$ cat src/rtl/intensity_order_region_labeler_macros.svh
// Assertion macros for the intensity order region labeler.
// Used by the top level only; expects i_clk and i_rst_n in scope.
`ifndef INTENSITY_ORDER_REGION_LABELER_MACROS_SVH
`define INTENSITY_ORDER_REGION_LABELER_MACROS_SVH

// same-cycle implication
`define IOL_ASSERT_IMP(label, ante, cons, msg) \
    label: assert property (@(posedge i_clk) disable iff (!i_rst_n) (ante) |-> (cons)) \
        else $error(msg);

// next-cycle implication
`define IOL_ASSERT_NXT(label, ante, cons, msg) \
    label: assert property (@(posedge i_clk) disable iff (!i_rst_n) (ante) |=> (cons)) \
        else $error(msg);

`endif

$ cat src/rtl/iol_pkg.sv
// Shared types and codes for the intensity order region labeler.
// No dependencies.
`timescale 1ns / 1ps
package iol_pkg;

    localparam int LBL_W = 15;
    localparam logic [LBL_W-1:0] LBL_LIMIT = 15'h7FFF;

    localparam logic [1:0] OUT_NEW     = 2'd0;
    localparam logic [1:0] OUT_JOIN    = 2'd1;
    localparam logic [1:0] OUT_CONTEST = 2'd2;
    localparam logic [1:0] OUT_NONE    = 2'd3;

    localparam logic REG_WIDTH  = 1'b0;
    localparam logic REG_HEIGHT = 1'b1;

    typedef struct packed {
        logic             vld;
        logic [LBL_W-1:0] lbl;
    } t_lane;

    typedef struct packed {
        logic [LBL_W-1:0] first;
        logic             several;
    } t_mrg;

endpackage

$ cat src/rtl/iol_merge.sv
// Neighbor label gatherer: keeps the first nonzero label and a flag for a second distinct one.
// Depends on iol_pkg for lane and result types.
`timescale 1ns / 1ps
module iol_merge (
    input  logic           i_clk,
    input  logic           i_init,
    input  iol_pkg::t_lane i_lane_a,
    input  iol_pkg::t_lane i_lane_b,
    output iol_pkg::t_mrg  o_acc
);
    import iol_pkg::*;

    t_mrg r_acc;
    t_mrg n_acc;
    t_mrg mid;

    always_comb begin
        mid = r_acc;
        if (i_lane_a.vld && (i_lane_a.lbl != '0)) begin
            if (mid.first == '0) begin
                mid.first = i_lane_a.lbl;
            end else if (i_lane_a.lbl != mid.first) begin
                mid.several = 1'b1;
            end
        end
        n_acc = mid;
        if (i_lane_b.vld && (i_lane_b.lbl != '0)) begin
            if (n_acc.first == '0) begin
                n_acc.first = i_lane_b.lbl;
            end else if (i_lane_b.lbl != n_acc.first) begin
                n_acc.several = 1'b1;
            end
        end
    end

    always_ff @(posedge i_clk) begin
        if (i_init) begin
            r_acc <= '0;
        end else begin
            r_acc <= n_acc;
        end
    end

    assign o_acc = r_acc;

endmodule

$ cat config.mk
export PLATFORM = sky130hd
export DESIGN_NAME = iol_merge
export DESIGN_NICKNAME = d
export VERILOG_FILES = /design/src/rtl/intensity_order_region_labeler_macros.svh /design/src/rtl/iol_pkg.sv /design/src/rtl/iol_merge.sv
export SDC_FILE = /design/constraint.sdc
export NUM_CORES = 1
export LEC_CHECK = 0
export BUFFER_PORTS_ARGS = -buffer_cell sky130_fd_sc_hd__buf_2
export CORE_ASPECT_RATIO = 1.4
export CORE_MARGIN = 2
export CORE_UTILIZATION = 33
export DETAILED_ROUTE_END_ITERATION = 8
export PLACE_DENSITY = 0.66
export SLEW_MARGIN = 15
export SYNTH_ARGS = -nofsm -noshare
export SYNTH_HDL_FRONTEND = slang
export SYNTH_SLANG_ARGS = --single-unit
export TNS_END_PERCENT = 5
$ cat constraint.sdc
create_clock -name i_clk -period 2.7 [get_ports i_clk]
set_clock_uncertainty 0.05 [all_clocks]
set_input_delay 0.135 -clock i_clk [delete_from_list [all_inputs] [get_ports i_clk]]
set_output_delay 0.135 -clock i_clk [all_outputs]
set_load 0.01 [all_outputs]
==> metrics.log <==
[metrics] startpoint types: flop
[metrics] kind of critical path: reg -> reg
[metrics] clock net sink count: 16
[metrics] average wire per standard cell: 20.3 um
[metrics] pin count of the biggest net entering global routing: 18
[metrics] # Post-CTS Setup Buffers: 0
[metrics] Iteration-0 DRC Markers: 136
[metrics] depth of the CTS H-tree: 1
[metrics] via count of the first global-routing pass: 1556
[metrics] sequential area share after synthesis: 23.5%
[metrics] total congestion overflow: 0
[metrics] final-layout setup total negative slack: 0 ns
[metrics] internal power: 0.000677 W
[metrics] maximum VDD drop: 0.000343 V
[metrics] remaining design rule violation count: 0
[metrics] combinational cell fraction of total power: 53.7%
[metrics] total I/O pin count: 50
[metrics] Post-Synthesis Net Count: 207
[metrics] fmax: 413 MHz
[metrics] Setup-failing EPs final: 0
[metrics] pre-CTS setup slack: 0.321 ns
[metrics] floorplan die width: 58.3 um
[metrics] leakage power summed over all cells: 0.745 nW
[metrics] fraction of final layout cells with drive strength greater than 1: 29.1%
[metrics] clock network latency to the later pin of the worst-skew pair: between 0.2 and 0.3 ns
[metrics] CTS Hold Bufs: 0
[metrics] buffer levels on the longest clock path: 2
[metrics] antenna diode count: 0
[metrics] sequential power share: between 30% and 40%
[metrics] worst path cell trace: or4_1, or4_4, nor2b_4, nand4_1, a211oi_2, o22ai_1
[metrics] DR vias: 1666
[metrics] most frequent cell after synthesis: inv_1
[metrics] max-slew violation total from the final report: 0
[metrics] number of rows in the core area: 27
[metrics] Arr. time, crit path: 2.51 ns
[metrics] clock buffers created by TritonCTS: 3
[metrics] area growth from synthesis to final layout: 26.7%
[metrics] power spent charging and discharging nets: 0.000545 W
[metrics] cell at the root of the clock tree: clkbuf_8
[metrics] Initial DRT Pass Iterations: 5
[metrics] maxcap violations: 0
[metrics] slowest cell delay on critical path: 0.59 ns
[metrics] Yosys warning count: 0
[metrics] final hold viol count: 0
[metrics] initial cell density of the core: 34.4%
[metrics] number of resized instances in the post-cts repair step: 0
[metrics] max reg flops: 16
[metrics] area share of the largest cell type after synthesis: 23.5%
[metrics] status: complete, no violations
[metrics] Mapped Area: 0.00136 sq mm
[metrics] worst-margin pin slew: 0.493 ns
[metrics] Syn Inst Count: approximately 170
[metrics] pwr dens: about 710 mW/mm^2
[metrics] post-route fraction of the period consumed by the critical path: around nine tenths
[metrics] synthesized area per cell: 7.87 sq um
[metrics] area of the die: around 0.0047 sq mm
[metrics] number of different library cells in the post-synthesis netlist: 35
[metrics] share of synthesized registers carrying an async set or reset: 0%
[metrics] CTS tree: yes
[metrics] CP Max Fanout: 8
[metrics] most common flop cell mapped by yosys: dfxtp_1
[metrics] number of antenna violations at the first check in global routing: 0
[metrics] core area: 0.00395 sq mm
[metrics] most area-hungry cell type in the Yosys netlist: dfxtp_1
[metrics] setup repair after global routing missed its margin: no
[metrics] most frequent cells after synthesis: inv_1, dfxtp_1, a221oi_1, nand2b_1, nor2_1
[metrics] Vert. Die Dim: 80.0 um
[metrics] setup slack after layout: 0.276 ns
[metrics] post-route minimum period: between 2 and 2.5 ns
[metrics] vias per inst: 6.17
[metrics] cell with the largest stage delay on the worst path: or4_1
[metrics] number of antenna-violating nets in the routed design: 0
[metrics] endpoint required time on the critical path: approximately 2.8 ns
[metrics] Total GRT Usage: 23.6%
[metrics] endpoint class of the critical path: flop
[metrics] wire length of the first global-routing pass: ~8200 um
[metrics] cells taking the most area after synthesis: dfxtp_1, a221oi_1, xor2_1
[metrics] Post-Route WL: 5490 um
[metrics] normalized max-slew margin: 66.8%
[metrics] estimated wirelength of the detail-placed design: 4290 um
[metrics] number of register bits inferred by synthesis: 16
[metrics] Port-buffer cells: approximately 50
[metrics] worst hold path type: in -> reg
[metrics] share of total power consumed by net switching: 44.6%
[metrics] final layout net count: 263
[metrics] Clock Power Share: 16.0%
[metrics] Clock transition at path regs: 0.07 ns
[metrics] number of enable flip-flop cells after synthesis: 0
[metrics] final weighted congestion in routability-driven placement: 0.961
==> cell usage in the layout, fill, tap and decap left out <==
cell,netlist,routed
or4_1,3,3
nand3_1,2,2
o221a_2,1,1
xnor2_1,4,4
or4b_1,1,1
and4_1,1,1
a222oi_1,2,2
nor4_2,1,1
or3b_2,1,1
a2111oi_0,2,2
nand2_1,7,7
nor3_1,2,2
nor3b_1,11,11
nor2_1,13,13
a311o_1,1,1
or4_4,2,2
dfxtp_1,16,16
a31oi_1,3,3
a221oi_1,13,13
nand2b_1,13,13
nor2b_4,1,1
xor2_1,11,11
o2111ai_1,5,5
inv_1,19,19
nand4_1,7,7
nor2b_1,2,2
clkbuf_8,0,3
a211oi_2,1,1
buf_4,2,6
o22ai_1,6,6
a21oi_1,4,4
o221ai_1,1,1
buf_2,0,49
nor4_1,12,12
nor3b_2,1,1
==> routing by layer <==
metal | vias to the layer above | global-route usage, % | part of all wire, %
li1 | 779 | - | -
met1 | 770 | 28.8 | 38
met2 | 96 | 39.2 | 49
met3 | 21 | 3.40 | 7.9
met4 | 0 | 12.6 | 4.3
met5 | - | 0 | 0
==> per-stage QoR <==
step,std cells,total power [W],utilization [%],hold slack [ns],instance area [sq um]
2_1_floorplan,173,0.000774,-,0.221,1360
5_1_grt,270,0.00130,43.6,0.159,1720
4_1_cts,270,0.00122,43.6,0.126,1720
3_3_place_gp,267,0.00103,42.6,0.390,1680
6_report,270,0.00122,43.6,0.137,1720
3_5_place_dp,267,0.00102,42.6,0.392,1680
==> worst max-delay path: cells and delay by family (launching register included) <==
family           cells  cell delay [ns]
flip-flops           1             0.37
AND/OR/NAND/NOR      4             1.54
AO/OA/AOI/OAI        2             0.34
==> kinds of logic (layout without fill, tap and decap cells) <==
group           Yosys count  in the layout  share of synthesized area (%)
simple gates             80             80                           36.9
compound gates           39             39                           23.1
buf+inv                  23             77                           6.89
flops                    16             16                           23.5
xor+xnor                 15             15                           9.65
==> power groups by stage <==
| stage | logic (W) | registers (W) | clock network (W) |
|---|---|---|---|
| after global placement | 0.000662 | 0.000369 | 0 |
| after CTS | 0.000653 | 0.000368 | 0.000199 |
| after floorplan | 0.000382 | 0.000392 | 0 |
| after global routing | 0.000716 | 0.000378 | 0.000205 |
| final | 0.000656 | 0.000371 | 0.000195 |
| after detailed placement | 0.000651 | 0.000373 | 0 |
==> final timing paths <==
path	from	end	slack [ns]	depth (start not counted)
worst max-delay path	o_acc[5]	o_acc[0]	0.28	6
worst min-delay path	i_lane_b[13]	o_acc[14]	0.14	3
worst max register to register	o_acc[5]	o_acc[0]	0.28	6
worst min register to register	o_acc[0]	o_acc[0]	0.50	2
==> cell type report <==
class / instances / area, sq um
clock buffer: 3 / 41.3
fill: 403 / 2230
inverter: 19 / 71.3
multi-input combinational: 134 / 947
sequential: 16 / 320
tap: 43 / 53.8
timing repair buffer: 55 / 290
Note: power is estimated with default switching activity, not from simulation.
